--- src/mdbb_pkg.sv ---
package mdbb_pkg;

  // Configuration register indexes
  localparam logic [2:0] CFG_PRINCIPAL_X     = 3'd0;
  localparam logic [2:0] CFG_PRINCIPAL_Y     = 3'd1;
  localparam logic [2:0] CFG_INV_FOCAL_X     = 3'd2;
  localparam logic [2:0] CFG_INV_FOCAL_Y     = 3'd3;
  localparam logic [2:0] CFG_INV_DEPTH_SCALE = 3'd4;

  // Reset values of the camera registers
  localparam logic [13:0] PRINCIPAL_X_RST     = 14'd5120;
  localparam logic [13:0] PRINCIPAL_Y_RST     = 14'd3840;
  localparam logic [23:0] INV_FOCAL_X_RST     = 24'd27962;
  localparam logic [23:0] INV_FOCAL_Y_RST     = 24'd27962;
  localparam logic [23:0] INV_DEPTH_SCALE_RST = 24'd16777;

  // Queue between front and back
  localparam int QUEUE_DEPTH = 4;
  localparam int QUEUE_AW    = 2;

  // Camera calibration as seen by front and back
  typedef struct packed {
    logic [13:0] principal_x;
    logic [13:0] principal_y;
    logic [23:0] inv_focal_x;
    logic [23:0] inv_focal_y;
    logic [23:0] inv_depth_scale;
  } cam_cfg_t;

  // Classified pixel: offsets already in sign/magnitude form
  typedef struct packed {
    logic        valid;
    logic        last;
    logic [15:0] label;
    logic [15:0] depth;
    logic        neg_x;
    logic [13:0] mag_x;
    logic        neg_y;
    logic [13:0] mag_y;
  } pixel_entry_t;

  // Result box; last member sits in the lowest bits
  typedef struct packed {
    logic        [31:0] z_max;
    logic        [31:0] z_min;
    logic signed [31:0] y_max;
    logic signed [31:0] y_min;
    logic signed [31:0] x_max;
    logic signed [31:0] x_min;
    logic        [15:0] label;
  } box_t;

  typedef enum logic [2:0] {
    ST_IDLE,
    ST_Z,
    ST_MAG,
    ST_PROD,
    ST_SAT,
    ST_ACC
  } back_state_t;

endpackage

--- src/mdbb_front.sv ---
module mdbb_front #(
  parameter int IMAGE_WIDTH  = 640,
  parameter int IMAGE_HEIGHT = 480
) (
  input  logic                  s_valid,
  output logic                  s_ready,
  input  logic [15:0]           depth_raw,
  input  logic [15:0]           mask_value,
  input  logic [9:0]            pixel_col,
  input  logic [8:0]            pixel_row,
  input  logic                  last_pixel,
  input  mdbb_pkg::cam_cfg_t    cfg,
  input  logic                  full,
  output logic                  push,
  output mdbb_pkg::pixel_entry_t entry
);

  logic               in_image;
  logic               usable;
  logic signed [14:0] dx;
  logic signed [14:0] dy;
  logic signed [14:0] ndx;
  logic signed [14:0] ndy;

  // Pixel lies inside the image and carries a measurement on the object
  assign in_image = ({3'b000, pixel_col} < 13'(IMAGE_WIDTH)) &&
                    ({4'b0000, pixel_row} < 13'(IMAGE_HEIGHT));
  assign usable   = (depth_raw != 16'd0) && (mask_value != 16'd0) && in_image;

  // Offsets from the principal point, signed Q11.4
  assign dx  = $signed({1'b0, pixel_col, 4'b0000}) - $signed({1'b0, cfg.principal_x});
  assign dy  = $signed({2'b00, pixel_row, 4'b0000}) - $signed({1'b0, cfg.principal_y});
  assign ndx = -dx;
  assign ndy = -dy;

  always_comb begin
    entry.valid = usable;
    entry.last  = last_pixel;
    entry.label = mask_value;
    entry.depth = depth_raw;
    entry.neg_x = dx[14];
    entry.mag_x = dx[14] ? ndx[13:0] : dx[13:0];
    entry.neg_y = dy[14];
    entry.mag_y = dy[14] ? ndy[13:0] : dy[13:0];
  end

  // Pixels that neither count nor close the frame are dropped here
  assign s_ready = !full;
  assign push    = s_valid && !full && (usable || last_pixel);

endmodule

--- config.mk ---
export PLATFORM = sky130hd
export DESIGN_NAME = mdbb_front
export DESIGN_NICKNAME = d
export VERILOG_FILES = /design/src/mdbb_pkg.sv /design/src/mdbb_front.sv
export SDC_FILE = /design/constraint.sdc
export NUM_CORES = 1
export LEC_CHECK = 0
export ABC_CLOCK_PERIOD_IN_PS = 4430
export BUFFER_PORTS_ARGS = -buffer_cell sky130_fd_sc_hd__buf_4
export CAP_MARGIN = 20
export CORE_MARGIN = 5
export CORE_UTILIZATION = 36
export DETAILED_ROUTE_END_ITERATION = 12
export PLACE_DENSITY = 0.89
export SYNTH_ARGS = -nofsm -noshare
export SYNTH_HDL_FRONTEND = slang
export SYNTH_SLANG_ARGS = --single-unit
export TNS_END_PERCENT = 10
--- constraint.sdc ---
create_clock -name vclk -period 4.43
set_input_delay 1.1075 -clock vclk [all_inputs]
set_output_delay 1.1075 -clock vclk [all_outputs]
set_load 0.005 [all_outputs]
After elaboration in Yosys (flattened, before gate mapping)
Cells that the tools add are included.
- reduce and logical (&&, ||, !) cells: 9
- $add $sub $neg: 4
- $lt $le $gt $ge: 2
- multiplexer cells: 2
- operator list (cell ; number):
    $reduce_bool A16 Y1 ; 2
    $mux W14 ; 2
    $neg A14 Y14 ; 2
    $sub A13 B14 Y15 ; 1
    $sub A14 B14 Y15 ; 1
    $lt A10 B10 Y1 const B ; 1
    $lt A9 B9 Y1 const B ; 1
    $logic_and A1 B1 Y1 ; 5
    $logic_not A1 Y1 ; 1
    $logic_or A1 B1 Y1 ; 1
- register bits: 0
- input bits: 154
- output and inout port bits: 66
- word-level logic and storage cells: 17

Logic depth before layout (Yosys ltp)
- word-level depth: 5
- depth in mapped cells: 11
- mapped depth without buffers: 10

Worst setup path after synthesis
No wires, ideal clock.
- kind: input to output
- start point: input cfg[72] in the netlist's numbering
- end point: output entry[13] in the netlist's numbering
- required time: 3.323 ns
- stages on the path: 9
- slack: 0.071 ns
- buffers on the path: 0
- data arrival time: 3.252 ns
- cells stage by stage: inv_1 ha_1 or3b_1 or3_4 a31o_1 o21ai_0 xor2_1 o41ai_2 xnor2_1
- RTL lines (item ; RTL line ; RTL):
    start: declaration ; mdbb_front.sv:12 ; input mdbb_pkg::cam_cfg_t cfg,
    end: declaration ; mdbb_front.sv:15 ; output mdbb_pkg::pixel_entry_t entry

==> impl_metrics.toml <==
[detailed_routing]
drt_iter0_drc = 70
drc = 0
finalWirelength_microns = 9650
avgRoutedWirePerCell_microns = 16.1
firstDrtPassIters = 5
antenna_left = 0
vias = 3179
vias_per_cell = 5.32

[logic_synthesis]
yosysUniqueCellTypes = 65
yosys_warnings = 0
synth_area_leaders = "ha_1, buf_4, xnor2_1"
synth_common_cells = "buf_4, inv_1, xnor2_1, ha_1, nor2_1"
syn_inst = 349
synth_area_sq_um = 2420
synth.most_common_cell = "buf_4"
syn_nets = 526
syn_area_per_cell_sq_um = 6.93
yosysTopAreaCell = "ha_1"
yosysTopAreaCellShare_pct = 11.9
yosysSeqAreaShare_pct = 0

[floorplanning]
ioPinCount = 220
fp.dieW_microns = 92.0
fp-row-count = 29
die_area_sq_um = 8460
initial_core_util_pct = 37.5
coreArea_sq_um = 6460
chipHeight_microns = 92.0

[global_route]
antenna_found_initial = 0
use_met1_pct = 22.8
top_usage_layer = "met2"
grt_pass1_vias = 3193
overflow = 0
grt_usage_pct = 20.6
grtUsageMet2_pct = 41.7
grt_use_met3_pct = 2.86
grt_max_degree = 11
grt_pass1_wl_microns = 15000

[timing]
slew_headroom_pct = 66.5
worstMarginPinSlew_ns = 0.497
setup_ws_ns = -0.116
hold_slack_ns = 2.39
timing.final.crit_share_pct = 103
rsz0062_at_grt = "true"
max_freq_ghz = 0.220
finalHoldViolations = 0
period_minus_slack_ns = 4.55
drv_slew = 0
setup_viol = 4

[hold_path]
hold_path.class = "in -> out"
hold_depth = 2

[final_layout]
seqCellArea_sq_um = 0
antenna_cells = 0
n_clock_buffer = 0
drive_above_1_share_pct = 48.4
area_delta_synth_final_pct = 64.6
nFlopsAndLatches = 0
nets = 700

[place]
place.gp.congestion = 0.903
preCtsSetupSlack_ns = -0.267
hpwlAfterDp_microns = 8340
portBuffers = 148

[worst_setup_path]
end_kind = "primary output"
path_class = "in -> out"
cp.arrival_ns = 3.44
required_ns = 3.32
cp_max_fo = 3
critPathLaunchType = "primary input"

[pwr]
peakVddDrop_mv = 0.0903
p_leak_nw = 1.97
power_density_nw_per_um2 = 165

[clock_network]
cts_hold_buf = 0

[status]
outcome = "finished, violations left"
violations = "setup timing"

[flow_run]
cap_violations = 0
layout by cell type (no fill, tap or decap), types with 6 or more instances in the layout:
cell type / n
nand2_1: 13
nand2b_1: 6
buf_4: 212
nor2_1: 23
nor3_1: 11
nor4_1: 8
inv_1: 33
xor2_1: 15
a31oi_1: 6
a21oi_1: 20
o21ai_0: 16
xnor2_1: 30
ha_1: 19
report_power, final:
group	leakage, nW	internal, mW	switching, mW
logic	1.97	0.364	0.293
clock network	0	0	0
registers	0	0	0
total	1.97	0.364	0.293
worst max-delay path: stages:
cell	delay [ns]
buf_8	0.10
inv_6	0.05
ha_4	0.12
or3b_4	0.38
or3_4	0.38
buf_6	0.12
o211ai_2	0.05
o21ai_1	0.11
or2_1	0.29
o41ai_2	0.41
xnor2_1	0.17
buf_4	0.14
layer usage:
metal | wire (microns) | share of wire, %
met5 | 0 | 0
met4 | 197 | 2.0
met3 | 786 | 8.1
met2 | 5180 | 54
met1 | 3480 | 36
cell families (layout without fill, tap and decap cells):
logic type / Yosys count / count (layout) / share of synthesized area, %
AND/OR/NAND/NOR: 106 / 106 / 25.4
AO/OA/AOI/OAI: 93 / 93 / 26.8
buffers and inverters: 79 / 251 / 18.4
XOR/XNOR: 46 / 46 / 16.6
adder cells (fa/ha/maj): 23 / 23 / 11.9
multiplexers: 2 / 2 / 0.827
cell type report:
type	instances	area [sq um]
multi-input cells	270	2110
repair buffers	215	1630
well taps	77	96.3
fillers	574	2470
inverters	36	145
through the flow:
stage | cell area [sq um] | setup TNS [ns] | power (mW) | utilization (%) | cells
6_report | 3980 | -0.184 | 0.657 | 61.7 | 598
5_1_grt | 3980 | -0.934 | 0.712 | 61.7 | 598
4_1_cts | 3890 | -0.0884 | 0.641 | 60.2 | 597
3_5_place_dp | 3810 | -1.07 | 0.626 | 59.0 | 596
3_3_place_gp | 3810 | -0.253 | 0.603 | 59.0 | 596
2_1_floorplan | 2420 | 0 | 0.308 | - | 349
timing repair:
| action | 4_1_cts | 5_1_grt |
|---|---|---|
| pin swaps | 10 | 10 |
| gates resized for setup | 22 | 15 |
| buffers inserted | 1 | 1 |
| endpoints found under the setup margin | 14 | 25 |
final timing paths:
kind	slack (ns)	start	to
worst max-delay path	-0.12	cfg[72]	entry[13]
worst min-delay path	2.39	depth_raw[0]	entry[30]
(Power assumes the default switching activity.)
