File: config.mk
export PLATFORM = sky130hd
export DESIGN_NAME = mdbb_queue
export DESIGN_NICKNAME = d
export VERILOG_FILES = /design/src/mdbb_pkg.sv /design/src/mdbb_queue.sv
export SDC_FILE = /design/constraint.sdc
export NUM_CORES = 1
export LEC_CHECK = 0
export ABC_CLOCK_PERIOD_IN_PS = 4300
export BUFFER_PORTS_ARGS = -buffer_cell sky130_fd_sc_hd__buf_2
export CORE_MARGIN = 2
export CORE_UTILIZATION = 61
export DETAILED_ROUTE_END_ITERATION = 12
export GPL_TIMING_DRIVEN = 0
export MAX_ROUTING_LAYER = met4
export PLACE_DENSITY_LB_ADDON = 0.1
export SETUP_SLACK_MARGIN = 0.02
export SYNTH_ARGS = -nofsm -noshare
export SYNTH_HDL_FRONTEND = slang
export SYNTH_SLANG_ARGS = --single-unit
File: constraint.sdc
create_clock -name clk -period 4.3 [get_ports clk]
set_clock_uncertainty 0.05 [all_clocks]
set_input_delay 0.86 -clock clk [delete_from_list [all_inputs] [get_ports clk]]
set_output_delay 0.86 -clock clk [all_outputs]
set_load 0.01 [all_outputs]
File: src/mdbb_pkg.sv
package mdbb_pkg;

  // Configuration register indexes
  localparam logic [2:0] CFG_PRINCIPAL_X     = 3'd0;
  localparam logic [2:0] CFG_PRINCIPAL_Y     = 3'd1;
  localparam logic [2:0] CFG_INV_FOCAL_X     = 3'd2;
  localparam logic [2:0] CFG_INV_FOCAL_Y     = 3'd3;
  localparam logic [2:0] CFG_INV_DEPTH_SCALE = 3'd4;

  // Reset values of the camera registers
  localparam logic [13:0] PRINCIPAL_X_RST     = 14'd5120;
  localparam logic [13:0] PRINCIPAL_Y_RST     = 14'd3840;
  localparam logic [23:0] INV_FOCAL_X_RST     = 24'd27962;
  localparam logic [23:0] INV_FOCAL_Y_RST     = 24'd27962;
  localparam logic [23:0] INV_DEPTH_SCALE_RST = 24'd16777;

  // Queue between front and back
  localparam int QUEUE_DEPTH = 4;
  localparam int QUEUE_AW    = 2;

  // Camera calibration as seen by front and back
  typedef struct packed {
    logic [13:0] principal_x;
    logic [13:0] principal_y;
    logic [23:0] inv_focal_x;
    logic [23:0] inv_focal_y;
    logic [23:0] inv_depth_scale;
  } cam_cfg_t;

  // Classified pixel: offsets already in sign/magnitude form
  typedef struct packed {
    logic        valid;
    logic        last;
    logic [15:0] label;
    logic [15:0] depth;
    logic        neg_x;
    logic [13:0] mag_x;
    logic        neg_y;
    logic [13:0] mag_y;
  } pixel_entry_t;

  // Result box; last member sits in the lowest bits
  typedef struct packed {
    logic        [31:0] z_max;
    logic        [31:0] z_min;
    logic signed [31:0] y_max;
    logic signed [31:0] y_min;
    logic signed [31:0] x_max;
    logic signed [31:0] x_min;
    logic        [15:0] label;
  } box_t;

  typedef enum logic [2:0] {
    ST_IDLE,
    ST_Z,
    ST_MAG,
    ST_PROD,
    ST_SAT,
    ST_ACC
  } back_state_t;

endpackage

File: src/mdbb_queue.sv
module mdbb_queue (
  input  logic                   clk,
  input  logic                   rst,
  input  logic                   push,
  input  mdbb_pkg::pixel_entry_t wr_entry,
  input  logic                   pop,
  output mdbb_pkg::pixel_entry_t rd_entry,
  output logic                   empty,
  output logic                   full
);

  mdbb_pkg::pixel_entry_t        slots [mdbb_pkg::QUEUE_DEPTH];
  logic [mdbb_pkg::QUEUE_AW-1:0] wr_ptr;
  logic [mdbb_pkg::QUEUE_AW-1:0] rd_ptr;
  logic [mdbb_pkg::QUEUE_AW:0]   count;
  logic                          do_push;
  logic                          do_pop;

  assign empty    = (count == '0);
  assign full     = (count == (mdbb_pkg::QUEUE_AW+1)'(mdbb_pkg::QUEUE_DEPTH));
  assign do_push  = push && !full;
  assign do_pop   = pop && !empty;
  assign rd_entry = slots[rd_ptr];

  // Storage
  always_ff @(posedge clk) begin
    if (do_push) begin
      slots[wr_ptr] <= wr_entry;
    end
  end

  // Pointers and fill count
  always_ff @(posedge clk) begin
    if (rst) begin
      wr_ptr <= '0;
      rd_ptr <= '0;
      count  <= '0;
    end else begin
      if (do_push) begin
        wr_ptr <= wr_ptr + 1'b1;
      end
      if (do_pop) begin
        rd_ptr <= rd_ptr + 1'b1;
      end
      unique case ({do_push, do_pop})
        2'b10:   count <= count + 1'b1;
        2'b01:   count <= count - 1'b1;
        default: count <= count;
      endcase
    end
  end

endmodule

; After elaboration in Yosys (flattened, before gate mapping)
; Memories as Yosys holds them, arrays and structs flattened. A register that Yosys moved wholly into a read port is not among the register bits.
; Cells that the tools add are included.
[totals]
ff_bits = 7
latch_bits = 0
ram_bits = 256
romBits = 0
wordCells = 22
n_memories = 1
[op_classes]
add_sub_neg = 4
multipliers = 0
div = 0
magnitude_cmp = 0
eq_ne = 3
shifts = 0
mux = 5
bitwise_logic = 0
reduce_logical = 6
[memory_table]
columns = memory, words, width, read_ports, rd_clocked_by_memory_dff, wr, line
row1 = slots, 4, 64, 1, 1, 1, mdbb_queue.sv:12  ; mdbb_pkg::pixel_entry_t slots [mdbb_pkg::QUEUE_DEPTH];
[ops]
columns = op, n
row1 = 3-bit case mux with 2 select lines, 1
row2 = "2-bit by 1-bit adder with 2-bit output, second input constant", 2
row3 = 2-bit two-way mux, 2
row4 = "3-bit by 1-bit adder with 3-bit output, second input constant", 1
row5 = "3-bit == test, second input constant", 1
row6 = 3-bit zero test, 1
row7 = "3-bit by 1-bit subtractor with 3-bit output, second input constant", 1
row8 = "2-bit by 1-bit == test with 1-bit output, second input constant", 1
row9 = "2-bit == test, second input constant", 1
row10 = 1-bit logical AND, 2
row11 = 1-bit zero test, 2
row12 = 1-bit two-way mux, 2
row13 = 2-bit nonzero test, 1

; Longest topological paths before layout
; Gate-level depths: netlist of the first run.
[depth]
ltp_word = 5
mapped_depth = 9

; Least setup slack after synthesis of the first run
; Ideal clock, no wire load.
[synth_path]
kind = input to register
startpoint = input port push
endpoint = memory slots[0][0] (netlist name) (enable)
arrival_time_ps = 2694
slack_ps = 1128
cell_stages = 3
path_cell_list = inv_1 > nor2_1 > and2_1
[synth_via]
elab_chain_cells = 3
[synth_lines]
columns = item, line
row1 = from (decl), mdbb_queue.sv:4  ; input logic push,
row2 = 1-bit logical AND, mdbb_queue.sv:21  ; assign do_push = push && !full;
row3 = 1-bit two-way mux, mdbb_queue.sv:27  ; if (do_push) begin
row4 = 1-bit two-way mux (implied by the code), mdbb_queue.sv:28  ; slots[wr_ptr] <= wr_entry;
row5 = to (decl), mdbb_queue.sv:12
; No other way between the ends.

==> reports/results.txt, run 1 <==
status: finished, final reports clean
reg2reg start: count[2]$_SDFFE_PP0P_
Mapped Cells: 388
Cell Pwr Density: 602 nW/um2
Fmax: 352 MHz
post-synth net total: 462
number of synthesized register bits: 265
Routed Antenna Nets: 0
vias in the first global route: 4620
hold depth: 2
hold path startpoint: rd_ptr[1]$_SDFFE_PP0P_
Reg clk slew, reported paths: 60 ps
sequential element share of the synthesized area: 80.4%
DIE AREA: 17100 um2
flip-flop and latch area: 7870 um2
crit path kind: register to primary output
grt ovf: 0
Clock Tree Buf Depth: 3
first-pass GRT wire length: 25200 um
worst-margin pin slew: 501 ps
layout cells sized above 1: 44.6%
Yosys cell types: 24
vias: 4507
worst vdd ir: 0.000394 V
area delta synth->final: 19.7%
Hold WC Path Type: register to register
Mapped Avg Cell Area: 25.2 um2
Fin Hold WS: 453 ps
startpoint types: register
CTS buffer count: 26
post-synth design cell area: 9790 um2
Die X: 131 um
clock root buffer: clkbuf_16
Worst Hold End: rd_ptr[1]$_SDFFE_PP0P_
CTS tree: done
Tmin final: 2840 ps
Vias/cell: 5.71
post-CTS setup buffers: 0
DRC: 0
post-DP HPWL: 9980 um
Tot GR Track Use: 20.8%
Power, Total: 7.05 mW
final count of negative-setup-slack endpoints: 0
I/O Pins: 134
area of the multi-input gates: 1730 um2
critical path peak fanout: 10
RR Endpoint: count[2]$_SDFFE_PP0P_
crit end category: primary output
DRT iter0 DRCs: 329
WL final: 16900 um
die height: 131 um
sinks on the clock net: 265
fin util: 74.2%
CTS HTree Levels: 1
CP peak stage delay: 530 ps
cts hold-fix bufs: 0
clk_lat worst skew: 510 ps
R2R depth: 9
dpl ws: 1660 ps
nets@finish: 626
crit path cell chain: buf_6 > buf_12 > mux4_2 > buf_2
period utilization: 66.1%
gpl congestion: 0.734
Crit-path slowest cell: mux4_2
final instance area: 11700 um2
post-DR wirelength/cell: 21.5 um
relative slew slack: 66.6%
initial core utilization: 62.1%
DP Area: 10800 um2
Core Region: 15800 um2
R2R setup slack: 1960 ps
PostCTS Resize Cnt: 0
final worst slack: 1460 ps
total iterations of the first detailed-routing run: 4
Pins Over Slew Limit: 0
Placement Rows: 46
Final Hold Vio Count: 0
largest net degree at the start of global routing: 51
CP arrival: 1930 ps
Leakage: 4.00 nW
Max Cap Viol: 0
I/O Buffers: 132
initial antenna violation count: 1
RSZ-0062 raised after global routing: no
Yosys warning count: 0
fill count: 968
WP data required: 3390 ps
## cell families (layout without fill, tap and decap cells)
logic type               Yosys count  after routing  share of synthesized area (%)
multiplexers                      65             65                           15.0
AO/OA/AOI/OAI                      8              8                          0.435
XOR/XNOR                           3              3                          0.269
other                              0              1                              0
AND/OR/NAND/NOR                   18             18                           1.02
flip-flops                       265            265                           80.4
buffers and inverters             23            207                           2.05
adder cells (fa/ha/maj)            6              6                          0.844
## routing by layer
| layer | vias to the layer above | wire, um | track usage [%] |
|---|---|---|---|
| met5 | - | 0 | - |
| met4 | 0 | 289 | 5.19 |
| met3 | 24 | 1190 | 4.93 |
| met2 | 154 | 8680 | 33.9 |
| met1 | 2347 | 6770 | 27.2 |
| li1 | 1982 | - | - |
## Yosys cell counts, drive strengths merged
library cell / instances / area (um2)
a21oi: 4 / 20.0
and2: 4 / 25.0
buf: 14 / 165
clkbuf: 1 / 5.00
dfxtp: 9 / 180
edfxtp: 256 / 7690
fa: 1 / 20.0
ha: 5 / 62.6
inv: 8 / 30.0
mux2i: 1 / 10.0
mux4: 64 / 1460
nand2: 1 / 3.75
nand2b: 2 / 12.5
nor2: 6 / 22.5
nor3: 1 / 5.00
nor3b: 1 / 12.5
o21ai: 3 / 15.0
o31ai: 1 / 7.51
or3: 3 / 18.8
xor2: 3 / 26.3
## cell usage in the layout (no fill, tap or decap), drive strengths merged
cell type,count
a21oi,4
and2,4
buf,150
bufinv,4
clkbuf,34
clkinv,9
clkinvlp,2
dfxtp,9
diode,1
edfxtp,256
fa,1
ha,5
inv,8
mux2i,1
mux4,64
nand2,1
nand2b,2
nor2,6
nor3,1
nor3b,1
o21ai,3
o31ai,1
or3,3
xor2,3
## worst max-delay path by stage
| stage | to | slack (ps) | startpoint |
|---|---|---|---|
| 2_1_floorplan | slots[0][0]$_DFFE_PP_ | 1130 | push |
| 3_3_place_gp | slots[3][8]$_DFFE_PP_ | -180 | push |
| 3_5_place_dp | slots[1][47]$_DFFE_PP_ | 1660 | push |
| 4_1_cts | rd_entry[4] | 1420 | register |
| 5_1_grt | rd_entry[10] | 1360 | register |
| 6_report | rd_entry[2] | 1460 | register |
## metrics by stage
stage | cells | setup TNS, ps
finish | 789 | 0
global route | 789 | 0
CTS | 788 | 0
detailed placement | 740 | 0
global placement | 736 | -42670
floorplan | 388 | 0
## registers in the layout, summed over array words and instances (netlist names), named ones only
| name | count |
|---|---|
| slots | 256 |
| count | 3 |
| rd_ptr | 2 |
| wr_ptr | 2 |
## layout make-up
class	count	area share, %
Antenna cell	1	0.0214
Buffer	15	1.45
Clock buffer	33	6.05
Clock inverter	15	1.51
Inverter	8	0.256
Multi-Input combinational cell	100	14.8
Sequential cell	265	67.2
Tap cell	216	2.31
Timing Repair Buffer	136	6.45
## worst max-delay path, delay by kind of cell (launching register included)
family,cells,cell delay [ps]
buffers and inverters,3,570
multiplexers,1,530
flip-flops,1,330
## report_power, final
group	internal [mW]	switching (mW)	total (mW)
Clock	1.40	0.886	2.29
Sequential	3.08	0.0629	3.15
Combinational	0.822	0.796	1.62
No activity file was read; power rests on OpenSTA's default activity.
==> run 2, diff against run 1 <==
--- a/config.mk
+++ b/config.mk
@@ -5,10 +5,10 @@
 export SDC_FILE = /design/constraint.sdc
 export NUM_CORES = 1
 export LEC_CHECK = 0
-export ABC_CLOCK_PERIOD_IN_PS = 4300
+export ABC_CLOCK_PERIOD_IN_PS = 2950
 export BUFFER_PORTS_ARGS = -buffer_cell sky130_fd_sc_hd__buf_2
 export CORE_MARGIN = 2
-export CORE_UTILIZATION = 61
+export CORE_UTILIZATION = 57
 export DETAILED_ROUTE_END_ITERATION = 12
 export GPL_TIMING_DRIVEN = 0
 export MAX_ROUTING_LAYER = met4
==> constraint.sdc (replaced) <==
create_clock -name clk -period 2.95 [get_ports clk]
set_clock_uncertainty 0.05 [all_clocks]
set_input_delay 0.59 -clock clk [delete_from_list [all_inputs] [get_ports clk]]
set_output_delay 0.59 -clock clk [all_outputs]
set_load 0.01 [all_outputs]
==> reports/results.txt, run 2 (same netlist as run 1, synthesis figures left out) <==
crit end category: primary output
CTS HTree Levels: 1 (unchanged)
clock root buffer: clkbuf_16
gpl congestion: 0.695 (-5.2%)
cts hold-fix bufs: 0 (unchanged)
Final Hold Vio Count: 0 (unchanged)
startpoint types: register
post-DP HPWL: 10100 um (+0.67%)
Fmax: 386 MHz
Clock Tree Buf Depth: 3 (unchanged)
layout cells sized above 1: 43.6% (-0.94 points)
DRC: 0 (unchanged)
final instance area: 11600 um2 (-0.68%)
hold depth: 1 (-1)
Leakage: 3.96 nW (-1.0%)
CP arrival: 1950 ps (+20 ps)
DP Area: 10800 um2 (+0.12%)
largest net degree at the start of global routing: 43 (-16%)
most frequent cells in the layout: edfxtp_1 (256), buf_2 (138), mux4_2 (60)
most common cell after layout, fill and taps aside: edfxtp_1
initial antenna violation count: 1 (unchanged)
RSZ-0062 raised after global routing: no
Reg clk slew, reported paths: 60 ps (about the same)
grt ovf: 0 (unchanged)
CTS buffer count: 27 (+3.8%)
DRT iter0 DRCs: 217 (-34%)
clk_lat worst skew: 500 ps (about the same)
initial core utilization: 58.6% (-3.5 points)
Hold WC Path Type: input port to register
flip-flop count of the largest register after layout: 256 (unchanged)
Core Region: 16700 um2 (+5.9%)
Max Cap Viol: 0 (unchanged)
Vias/cell: 5.60 (-1.9%)
CTS tree: done
period utilization: 87.9%
sinks on the clock net: 265 (unchanged)
biggest regs: slots x256, count x3
nets@finish: 627 (+0.16%)
area delta synth->final: 18.8%
die height: 135 um (+3.3%)
final count of negative-setup-slack endpoints: 0 (unchanged)
total iterations of the first detailed-routing run: 4 (unchanged)
PostCTS Resize Cnt: 0 (unchanged)
dpl ws: 629 ps (-1030 ps)
R2R depth: 9 (unchanged)
DIE AREA: 18200 um2 (+6.8%)
Tot GR Track Use: 18.8% (-2.0 points)
first-pass GRT wire length: 24800 um (-1.5%)
Die X: 135 um (+3.3%)
most flop-heavy register: slots
I/O Buffers: 132 (unchanged)
WL final: 16300 um (-3.9%)
vias: 4411 (-2.1%)
Tmin final: 2590 ps
worst-margin pin slew: 500 ps (-1.66 ps)
post-CTS setup buffers: 0 (unchanged)
worst vdd ir: 0.000577 V (+46%)
WP data required: 2310 ps (-1080 ps)
post-DR wirelength/cell: 20.7 um (-3.6%)
status: finished, final reports clean
final worst slack: 358 ps (-1100 ps)
critical path peak fanout: 10 (unchanged)
Cell Pwr Density: 859 nW/um2 (+43%)
Routed Antenna Nets: 0 (unchanged)
I/O Pins: 134 (unchanged)
crit path kind: register to primary output
Pins Over Slew Limit: 0 (unchanged)
fin util: 69.6% (-4.6 points)
relative slew slack: 66.7% (+0.11 points)
Placement Rows: 47 (+2.2%)
vias in the first global route: 4755 (+2.9%)
==> run 2: final cells by class <==
class	count	area, um2
Fill cell	1084	5070
Buffer	15	170
Antenna cell	1	2.50
Inverter	8	30.0
Clock inverter	10	97.6
Multi-Input combinational cell	100	1730
Timing Repair Buffer	136	763
Tap cell	220	275
Sequential cell	265	7870
Clock buffer	32	694
==> run 2: per-stage QoR <==
stage,cells,hold WS (ps),power [mW],setup TNS (ps)
6_report,787,237,9.99,0
5_1_grt,787,227,10.4,0
4_1_cts,786,221,10.1,0
3_5_place_dp,744,455,7.06,0
3_3_place_gp,740,423,7.00,-327180
2_1_floorplan,388,409,6.26,0
==> run 2: worst max-delay path, cell delays in order, from the launching register on <==
cell and delay [ps]:
dfxtp_1 310, clkbuf_2 270, buf_2 350, mux4_2 370, buf_2 160
==> run 2: path summary, 6_finish.rpt <==
| check | startpoint | end | slack [ps] |
|---|---|---|---|
| max | register | rd_entry[7] | 360 |
| max reg2reg | count[2]$_SDFFE_PP0P_ | count[2]$_SDFFE_PP0P_ | 630 |
| min | wr_entry[46] | slots[3][46]$_DFFE_PP_ | 240 |
| min reg2reg | rd_ptr[1]$_SDFFE_PP0P_ | rd_ptr[1]$_SDFFE_PP0P_ | 460 |
==> run 2: power breakdown <==
| part | internal (mW) | switching [mW] |
|---|---|---|
| sequential | 4.50 | 0.0874 |
| combinational | 1.21 | 1.15 |
| clock | 1.82 | 1.22 |
==> run 2: per-layer routing <==
| layer | vias to the layer above | global-route usage, % | wire length [um] |
|---|---|---|---|
| met4 | 0 | 6.13 | 373 |
| met3 | 29 | 3.72 | 876 |
| met1 | 2276 | 23.6 | 6550 |
| li1 | 1973 | - | - |
| met2 | 133 | 31.2 | 8480 |
| met5 | - | - | 0 |
